**src/rtl/pwc_pkg.sv**
```systemverilog
// Shared types and constants for the power window controller.
// No dependencies; used by every other file but the defines header through scoped names.
package pwc_pkg;

  localparam int WINDOW_COUNT = 4;
  localparam int WIN_W        = 2;
  localparam int TIMER_W      = 16;
  localparam int CFG_IDX_W    = 1;

  localparam logic [TIMER_W-1:0] HOLD_TICKS_RESET = 16'd200;
  localparam logic [TIMER_W-1:0] JAM_TICKS_RESET  = 16'd1000;

  localparam logic [CFG_IDX_W-1:0] CFG_HOLD_TICKS        = 1'd0;
  localparam logic [CFG_IDX_W-1:0] CFG_JAM_REVERSE_TICKS = 1'd1;

  typedef enum logic [2:0] {
    MODE_IDLE     = 3'd0,
    MODE_HOLD_UP  = 3'd1,
    MODE_HOLD_DN  = 3'd2,
    MODE_MAN_UP   = 3'd3,
    MODE_MAN_DN   = 3'd4,
    MODE_AUTO_UP  = 3'd5,
    MODE_AUTO_DN  = 3'd6,
    MODE_JAM      = 3'd7
  } mode_t;

  typedef enum logic [1:0] {
    DRV_OFF = 2'd0,
    DRV_UP  = 2'd1,
    DRV_DN  = 2'd2
  } drive_t;

  typedef struct packed {
    mode_t              mode;
    logic [TIMER_W-1:0] timer;
    drive_t             motor;
  } win_state_t;

  // input transfer fields other than the window index, highest bit first
  typedef struct packed {
    logic jam_event;
    logic bottom_limit;
    logic top_limit;
    logic driver_down;
    logic driver_up;
    logic passenger_down;
    logic passenger_up;
    logic lock_toggle;
  } sample_t;

endpackage

```
**src/rtl/pwc_next.sv**
```systemverilog
// Next-state logic for one window: mode, tick timer and motor drive.
// Depends on pwc_pkg.
module pwc_next (
  input  pwc_pkg::win_state_t          cur,
  input  pwc_pkg::sample_t             smp,
  input  logic                         locked,
  input  logic [pwc_pkg::TIMER_W-1:0]  hold_ticks,
  input  logic [pwc_pkg::TIMER_W-1:0]  jam_reverse_ticks,
  output pwc_pkg::win_state_t          nxt
);

  logic                        up_req;
  logic                        dn_req;
  logic                        expired;
  logic [pwc_pkg::TIMER_W-1:0] timer_dec;

  assign up_req = ((smp.passenger_up && !locked) || smp.driver_up) && !smp.top_limit;
  assign dn_req = ((smp.passenger_down && !locked) || smp.driver_down) && !smp.bottom_limit;

  assign expired   = (cur.timer <= pwc_pkg::TIMER_W'(1));
  assign timer_dec = expired ? '0 : cur.timer - pwc_pkg::TIMER_W'(1);

  always_comb begin
    nxt = cur;
    unique case (cur.mode)
      pwc_pkg::MODE_IDLE: begin
        nxt.motor = pwc_pkg::DRV_OFF;
        if (up_req) begin
          nxt.timer = hold_ticks;
          nxt.mode  = pwc_pkg::MODE_HOLD_UP;
        end else if (dn_req) begin
          nxt.timer = hold_ticks;
          nxt.mode  = pwc_pkg::MODE_HOLD_DN;
        end
      end
      pwc_pkg::MODE_HOLD_UP: begin
        nxt.timer = timer_dec;
        if (expired) begin
          if (up_req) begin
            nxt.mode  = pwc_pkg::MODE_MAN_UP;
            nxt.motor = pwc_pkg::DRV_UP;
          end else if (!smp.top_limit) begin
            nxt.mode  = pwc_pkg::MODE_AUTO_UP;
            nxt.motor = pwc_pkg::DRV_UP;
          end else begin
            nxt.mode  = pwc_pkg::MODE_IDLE;
            nxt.motor = pwc_pkg::DRV_OFF;
          end
        end
      end
      pwc_pkg::MODE_HOLD_DN: begin
        nxt.timer = timer_dec;
        if (expired) begin
          if (dn_req) begin
            nxt.mode  = pwc_pkg::MODE_MAN_DN;
            nxt.motor = pwc_pkg::DRV_DN;
          end else if (!smp.bottom_limit) begin
            nxt.mode  = pwc_pkg::MODE_AUTO_DN;
            nxt.motor = pwc_pkg::DRV_DN;
          end else begin
            nxt.mode  = pwc_pkg::MODE_IDLE;
            nxt.motor = pwc_pkg::DRV_OFF;
          end
        end
      end
      pwc_pkg::MODE_MAN_UP: begin
        nxt.mode  = up_req ? pwc_pkg::MODE_MAN_UP : pwc_pkg::MODE_IDLE;
        nxt.motor = up_req ? pwc_pkg::DRV_UP : pwc_pkg::DRV_OFF;
      end
      pwc_pkg::MODE_MAN_DN: begin
        nxt.mode  = dn_req ? pwc_pkg::MODE_MAN_DN : pwc_pkg::MODE_IDLE;
        nxt.motor = dn_req ? pwc_pkg::DRV_DN : pwc_pkg::DRV_OFF;
      end
      pwc_pkg::MODE_AUTO_UP: begin
        priority if (smp.jam_event && smp.bottom_limit) begin
          nxt.mode  = pwc_pkg::MODE_IDLE;
          nxt.motor = pwc_pkg::DRV_OFF;
        end else if (smp.jam_event) begin
          nxt.timer = jam_reverse_ticks;
          nxt.mode  = pwc_pkg::MODE_JAM;
          nxt.motor = pwc_pkg::DRV_DN;
        end else if (smp.top_limit) begin
          nxt.mode  = pwc_pkg::MODE_IDLE;
          nxt.motor = pwc_pkg::DRV_OFF;
        end else begin
          nxt.motor = pwc_pkg::DRV_UP;
        end
      end
      pwc_pkg::MODE_AUTO_DN: begin
        nxt.mode  = smp.bottom_limit ? pwc_pkg::MODE_IDLE : pwc_pkg::MODE_AUTO_DN;
        nxt.motor = smp.bottom_limit ? pwc_pkg::DRV_OFF : pwc_pkg::DRV_DN;
      end
      pwc_pkg::MODE_JAM: begin
        if (smp.bottom_limit || expired) begin
          nxt.timer = '0;
          nxt.mode  = pwc_pkg::MODE_IDLE;
          nxt.motor = pwc_pkg::DRV_OFF;
        end else begin
          nxt.timer = timer_dec;
          nxt.motor = pwc_pkg::DRV_DN;
        end
      end
    endcase
  end

endmodule

```
**src/rtl/power_window_controller.sv**
```systemverilog
// Power window controller top level: input register, window state, result register.
// Depends on pwc_pkg and pwc_next.
//
//   channel  direction  payload                                   transfer when
//   s_*      in         tuser window, tdata switches/limits/jam   s_tvalid & s_tready
//   m_*      out        tuser window, tdata drive/mode/lock       m_tvalid & m_tready
//   cfg_*    in         cfg_index, cfg_data                       cfg_valid & cfg_ready
//
// One item per cycle unless m_tready stalls; items pass the input, then the result register.
// Window state is read, updated and written back in the cycle the item leaves
// the input register, so consecutive items on one window see each other.
// A stall on m_tready holds the result register and, once it is full, the input
// register; rst is synchronous and returns every window to idle, unlocked, with
// the register reset values.
module power_window_controller (
  input  logic                             clk,
  input  logic                             rst,
  input  logic                             s_tvalid,
  output logic                             s_tready,
  input  logic [7:0]                       s_tdata,  // lock_toggle, passenger_up,
                                                     // passenger_down, driver_up, driver_down,
                                                     // top_limit, bottom_limit, jam_event
  input  logic [pwc_pkg::WIN_W-1:0]        s_tuser,  // window_index
  output logic                             m_tvalid,
  input  logic                             m_tready,
  output logic [7:0]                       m_tdata,  // motor_drive[1:0], mode_out[4:2],
                                                     // locked_out[5], zero fill
  output logic [pwc_pkg::WIN_W-1:0]        m_tuser,  // window_out
  input  logic                             cfg_valid,
  output logic                             cfg_ready,
  input  logic [pwc_pkg::CFG_IDX_W-1:0]    cfg_index,
  input  logic [pwc_pkg::TIMER_W-1:0]      cfg_data
);

  logic [pwc_pkg::TIMER_W-1:0] hold_ticks;
  logic [pwc_pkg::TIMER_W-1:0] jam_reverse_ticks;

  logic                        s1_valid;
  pwc_pkg::sample_t            s1_smp;
  logic [pwc_pkg::WIN_W-1:0]   s1_win;

  pwc_pkg::win_state_t         win_st [pwc_pkg::WINDOW_COUNT];
  logic                        lock;

  pwc_pkg::win_state_t         cur;
  pwc_pkg::win_state_t         nxt;
  logic                        lock_next;
  logic                        win_ok;
  logic                        adv;
  logic                        fire;

  pwc_pkg::mode_t              out_mode;
  pwc_pkg::drive_t             out_motor;
  logic                        out_locked;

  assign cfg_ready = 1'b1;
  assign adv       = !m_tvalid || m_tready;
  assign fire      = s1_valid && adv;
  assign s_tready  = !s1_valid || adv;

  assign win_ok    = (32'(s1_win) < pwc_pkg::WINDOW_COUNT);
  assign cur       = win_st[s1_win];
  assign lock_next = lock ^ s1_smp.lock_toggle;

  pwc_next u_next (
    .cur               (cur),
    .smp               (s1_smp),
    .locked            (lock_next),
    .hold_ticks        (hold_ticks),
    .jam_reverse_ticks (jam_reverse_ticks),
    .nxt               (nxt)
  );

  always_ff @(posedge clk) begin
    if (rst) begin
      hold_ticks        <= pwc_pkg::HOLD_TICKS_RESET;
      jam_reverse_ticks <= pwc_pkg::JAM_TICKS_RESET;
    end else if (cfg_valid && cfg_ready) begin
      unique case (cfg_index)
        pwc_pkg::CFG_HOLD_TICKS:        hold_ticks        <= cfg_data;
        pwc_pkg::CFG_JAM_REVERSE_TICKS: jam_reverse_ticks <= cfg_data;
        default: ;
      endcase
    end
  end

  // input register
  always_ff @(posedge clk) begin
    if (rst) begin
      s1_valid <= 1'b0;
    end else if (s_tready) begin
      s1_valid <= s_tvalid;
    end
    if (s_tvalid && s_tready) begin
      s1_smp <= pwc_pkg::sample_t'(s_tdata);
      s1_win <= s_tuser;
    end
  end

  // window state and lock
  always_ff @(posedge clk) begin
    if (rst) begin
      lock <= 1'b0;
      for (int i = 0; i < pwc_pkg::WINDOW_COUNT; i++) begin
        win_st[i].mode  <= pwc_pkg::MODE_IDLE;
        win_st[i].timer <= '0;
        win_st[i].motor <= pwc_pkg::DRV_OFF;
      end
    end else if (fire) begin
      lock <= lock_next;
      if (win_ok) begin
        win_st[s1_win] <= nxt;
      end
    end
  end

  // result register
  always_ff @(posedge clk) begin
    if (rst) begin
      m_tvalid <= 1'b0;
    end else if (adv) begin
      m_tvalid <= s1_valid;
    end
    if (fire) begin
      m_tuser    <= s1_win;
      out_locked <= lock_next;
      out_mode   <= win_ok ? nxt.mode : pwc_pkg::MODE_IDLE;
      out_motor  <= win_ok ? nxt.motor : pwc_pkg::DRV_OFF;
    end
  end

  assign m_tdata = {2'b00, out_locked, out_mode, out_motor};

endmodule

```
**config.mk**
```make
export PLATFORM = sky130hd
export DESIGN_NAME = power_window_controller
export DESIGN_NICKNAME = d
export VERILOG_FILES = /design/src/rtl/pwc_pkg.sv /design/src/rtl/pwc_next.sv /design/src/rtl/power_window_controller.sv
export SDC_FILE = /design/constraint.sdc
export NUM_CORES = 1
export LEC_CHECK = 0
export BUFFER_PORTS_ARGS = -buffer_cell sky130_fd_sc_hd__buf_4
export CAP_MARGIN = 20
export CORE_ASPECT_RATIO = 1.1
export CORE_MARGIN = 5
export CORE_UTILIZATION = 44
export CTS_CLUSTER_DIAMETER = 150
export DETAILED_ROUTE_END_ITERATION = 12
export GPL_TIMING_DRIVEN = 1
export PLACE_DENSITY = 0.62
export SYNTH_ARGS = -nofsm -noshare
export SYNTH_HDL_FRONTEND = slang
export SYNTH_SLANG_ARGS = --single-unit
```
**constraint.sdc**
```tcl
create_clock -name clk -period 4.25 [get_ports clk]
set_input_delay 0.425 -clock clk [delete_from_list [all_inputs] [get_ports clk]]
set_output_delay 0.425 -clock clk [all_outputs]
set_load 0.005 [all_outputs]
```
Word-level counts from Yosys, hierarchy flattened
Memory sizes are Yosys's and may differ from the RTL's. A register that Yosys moved wholly into a read port is not among the register bits.
Cells that the tools add are included.

operators by class
  $add $sub $neg = 1
  multiply operators = 0
  div/mod/pow operators = 0
  $lt $le $gt $ge = 1
  equality and inequality tests = 7
  shift operators = 0
  mux-type cells = 40
  bitwise logic cells = 2
  reduce and logical (&&, ||, !) cells = 22

operators by type and width
  kind                                                                     number
  16-bit one-hot mux with 4 select lines                                   1
  16-bit 2-to-1 mux                                                        3
  19-bit 2-to-1 mux                                                        2
  3-bit 2-to-1 mux                                                         11
  3-bit one-hot mux with 8 select lines                                    1
  2-bit 2-to-1 mux                                                         11
  21-bit 2-to-1 mux                                                        1
  21-bit OR reduction                                                      1
  18-bit 2-to-1 mux                                                        1
  16-bit by 1-bit <= comparator with 1-bit output (second input constant)  1
  2-bit one-hot mux with 8 select lines                                    1
  16-bit by 1-bit subtractor with 16-bit output (second input constant)    1
  3-bit == test (second input constant)                                    4
  1-bit 2-to-1 mux                                                         8
  1-bit logical AND                                                        7
  3-bit by 2-bit == test with 1-bit output (second input constant)         2
  1-bit logical NOT                                                        5
  1-bit logical OR                                                         5
  2-bit AND reduction                                                      2
  3-bit by 1-bit == test with 1-bit output (second input constant)         1
  3-bit logical NOT                                                        1
  2-bit OR reduction                                                       1
  1-bit NOT                                                                1
  1-bit XOR                                                                1

storage, ports and cells
  register bits = 53
  latch bits = 0
  memory bits (writable) = 84
  bits in read-only memories = 0
  bits of input ports = 32
  memories = 1

memory list
  memory  words  bits a word  rd ports  clocked after Yosys merged registers in  wr ports  RTL line                       text
  win_st  4      21           1         1                                        4         power_window_controller.sv:42  pwc_pkg::win_state_t win_st [pwc_pkg::WINDOW_COUNT];

Longest topological paths before layout
  word-level depth = 9
  mapped depth = 13

By module
A second synthesis with hierarchy kept.

second synthesis, totals
  cells, all modules = 618
  area, all modules = 7055.5 µm²

by module, submodules not included
  module                   times used  cells each  area an instance (µm²)
  power_window_controller  1           400         5647.9
  pwc_next                 1           218         1407.6

Worst setup path after synthesis
No wires, ideal clock.

  kind = register to register
  start point = register (tool-made name)
  end point = memory win_st[1][7] (netlist bit) (data pin)
  setup time = 0.266 ns
  arrival time = 2.570 ns
  data required time = 3.984 ns
  setup slack = 1.414 ns
  stages on the path, launching flop included = 14
  path buffers = 3
  period minus slack after synthesis = 2.836 ns
  cell sequence = dfxtp_1 buf_6 buf_12 mux4_2 inv_1 ha_1 nor2_1 nor2_1 nand2_2 o21ai_4 buf_6 a21oi_2 a211oi_2 nor2_1

RTL lines
  what              RTL line
  end: declaration  power_window_controller.sv:42

==> impl_metrics.json <==
{
  "first_global_vias": 4714,
  "period_share_pct": 79.7,
  "crit_type": "register to register",
  "ys_seq_area_share_pct": 56.4,
  "ios": 45,
  "clk_path_buf_depth": 2,
  "end_kind": "register",
  "std_cell_rows": 47,
  "hold_depth": 1,
  "vias": 4782,
  "slew_viol_final": 0,
  "max_slew_margin_pct": 30.6,
  "status": "completed",
  "cts_resized": 0,
  "finalInstanceArea_um2": 7790,
  "slowest_stage": "mux4_2",
  "synth.avg_cell_area_um2": 11.2,
  "cts_hold_buf": 0,
  "cts_num_sinks": 139,
  "syn2layout_area_growth_pct": 15.5,
  "internal_power_mw": 2.61,
  "power.total_mw": 3.58,
  "hold_viol": 0,
  "synth_area_um2": 6740,
  "finalSetupViolCount": 0,
  "rr_endpoint": "win_st[0][14]",
  "maxCapViolCount": 0,
  "yosys_most_used_dff": "edfxtp_1",
  "grt_use_met1_pct": 23.3,
  "syn_inst": 602,
  "regToRegSetupSlack_ps": 860,
  "io_buffers": 41,
  "core-area_um2": 15100,
  "worstPathRequired_ps": 4390,
  "fin_nets": 670,
  "rsz0062_at_grt": "no",
  "tritoncts": "built",
  "irDropWorstVdd_v": 0.000365,
  "diodes": 0,
  "worst_pin_slew_ps": 1040,
  "power_frac_clock_pct": 41.1,
  "grt_max_degree": 42,
  "cts_buffers": 17,
  "die_w_um": 128,
  "routed_wl_um": 16600,
  "swShare_pct": 27.2,
  "drt-initial-drc-count": 321,
  "grt_pass1_wl_um": 25700,
  "power_leakage_nw": 2.84,
  "hold_end": "s1_smp[1]",
  "fin_skew_ps": 7.82,
  "ys_types": 68,
  "ys_ff_latch": 139,
  "ant_nets": 0,
  "pwr-share-comb_pct": 15.5,
  "gp_congestion": 0.892,
  "routedWlPerCell_um": 19.7,
  "ctsHtreeMaxLevel": 4,
  "met2_usage_pct": 32.2,
  "arrival_ps": 3520,
  "clock.fmax_mhz": 295,
  "insertion_delay_ps": 420,
  "period_minus_slack_ps": 3390,
  "dpl.hpwl_um": 10800,
  "path_max_fanout": 26,
  "antenna_found_initial": 0,
  "yosys_warnings": 0,
  "hold_start": "s_tdata[1]",
  "die_area_um2": 17900,
  "ctsRootBufferMaster": "clkbuf_16",
  "grt_overflow": 0,
  "crit_chain": "buf_4, mux4_2, and3b_4, a21o_1, a221o_1, a222oi_1, o21a_1, nor2_1",
  "via_per_inst": 5.66,
  "drcViolationCount": 0,
  "drt-pass1-iter-count": 5,
  "p_per_area_nw_per_um2": 460,
  "max_stage_delay_ps": 810,
  "worstRegToRegCells": 8,
  "seq_power_share_pct": 43.4,
  "cts_post_setup_buffers_inserted": 0,
  "fillCellCount": 1367,
  "place_area_um2": 7180,
  "switching_power_uw": 975,
  "grt_usage_pct": 19.0,
  "die_h_um": 140,
  "postLayoutCoreUtil_pct": 51.7,
  "synth-edff-count": 102,
  "initial_core_util_pct": 44.8,
  "grt.busiest_layer": "met2",
  "startpoint_type": "register",
  "drive_gt1_share_pct": 20.3,
  "met3_usage_pct": 4.48,
  "clk_pin_slew_worst_paths_ps": 60,
  "whs_ps": 176,
  "finalSetupTns_ps": 0,
  "hold_path_class": "primary input to register",
  "async_flop_share_pct": 0
}
-- placed cells by master (no fill, tap or decap), types with 9 or more instances in the layout --
cell | netlist | final
nor2_1 | 102 | 102
edfxtp_1 | 102 | 102
nand2_1 | 88 | 88
buf_4 | 4 | 52
a21oi_1 | 41 | 41
dfxtp_1 | 37 | 37
mux4_2 | 17 | 17
clkbuf_16 | 0 | 17
inv_1 | 14 | 14
nor3_1 | 12 | 12
o21ai_0 | 12 | 12
nand3b_1 | 11 | 11
nand2b_1 | 9 | 9
o21a_1 | 9 | 9
-- worst max path at each step --
stage / startpoint / end / depth (start not counted)
finish: register / win_st[0][14] / 8
global route: register / win_st[0][14] / 8
CTS: register / win_st[0][14] / 8
detailed placement: register / win_st[0][14] / 8
global placement: register / win_st[0][14] / 8
floorplan: register / win_st[1][7] / 13
-- cell usage after synthesis, types with 3 or more instances --
cell type | n | area [um2]
xnor2_1 | 4 | 35.0
mux2i_1 | 5 | 50.1
a21o_1 | 3 | 22.5
xor2_1 | 3 | 26.3
buf_2 | 5 | 25.0
o21a_1 | 9 | 67.6
nand2b_1 | 9 | 56.3
a22oi_1 | 3 | 22.5
clkbuf_1 | 25 | 93.8
nor2b_1 | 7 | 43.8
a222oi_1 | 7 | 70.1
nor3_2 | 3 | 30.0
edfxtp_1 | 102 | 3060
mux4_1 | 4 | 105
a221oi_1 | 3 | 26.3
nand3_1 | 8 | 40.0
dfxtp_1 | 37 | 741
a21oi_1 | 41 | 205
a221o_1 | 4 | 40.0
nand2_1 | 88 | 330
a211oi_2 | 3 | 37.5
inv_1 | 14 | 52.6
nand3b_1 | 11 | 82.6
nor2_1 | 102 | 383
mux4_2 | 17 | 383
or4_1 | 4 | 30.0
buf_4 | 4 | 30.0
o21ai_0 | 12 | 60.1
nor3_1 | 12 | 60.1
mux2_2 | 5 | 56.3
-- registers in the layout, summed over array words and instances (netlist names), named ones only --
signal	flops
hold_ticks	16
m_tuser	2
out_mode	3
jam_reverse_ticks	16
out_motor	2
out_locked	1
win_st	84
m_tvalid	1
s1_smp	8
s1_valid	1
s1_win	2
lock	1
-- power groups by stage --
stage / sequential (mW) / combinational, mW / clock (mW)
after floorplan: 1.57 / 0.407 / 0
after global placement: 1.58 / 0.544 / 0
after detailed placement: 1.58 / 0.554 / 0
after CTS: 1.55 / 0.557 / 1.50
after global routing: 1.56 / 0.606 / 1.56
final: 1.55 / 0.555 / 1.47
-- worst max-delay path, delay by kind of cell (launching register included) --
family / cells / cell delay, ps
flip-flops: 1 / 310
AND/OR/NAND/NOR: 2 / 360
AO/OA/AOI/OAI: 4 / 1240
buffers and inverters: 1 / 370
multiplexers: 1 / 810
-- through the flow --
stage,worst slack (ps),std cells
after detailed placement,832,812
after global placement,947,812
after floorplan,1410,603
final,863,845
after global routing,636,845
after CTS,829,844
-- area by class of cell --
| cell class | instances | area, um2 | area share, % |
|---|---|---|---|
| clock buffer | 18 | 429 | 5.51 |
| clock inverter | 14 | 164 | 2.10 |
| inverter | 14 | 52.6 | 0.675 |
| multi-input combinational | 411 | 2690 | 34.6 |
| sequential | 139 | 3800 | 48.8 |
| tap | 196 | 245 | 3.15 |
| timing repair buffer | 53 | 402 | 5.16 |
-- cell families after synthesis --
| kind of cell | share of synthesized area (%) |
|---|---|
| AOI/OAI and AO/OA | 11.1 |
| and+or+nand+nor | 18.6 |
| DFF | 56.4 |
| xor gates and xnor gates | 0.909 |
| other | 0.111 |
| muxes | 8.81 |
| adders and majority gates | 0.371 |
| buffers and inverters | 3.73 |
-- routing by layer --
metal | share of wire, % | vias up
met1 | 42 | 2389
met3 | 3.9 | 26
met5 | 0 | -
li1 | - | 2248
met2 | 52 | 119
met4 | 2.6 | 0
No activity file was read; power rests on OpenSTA's default activity.
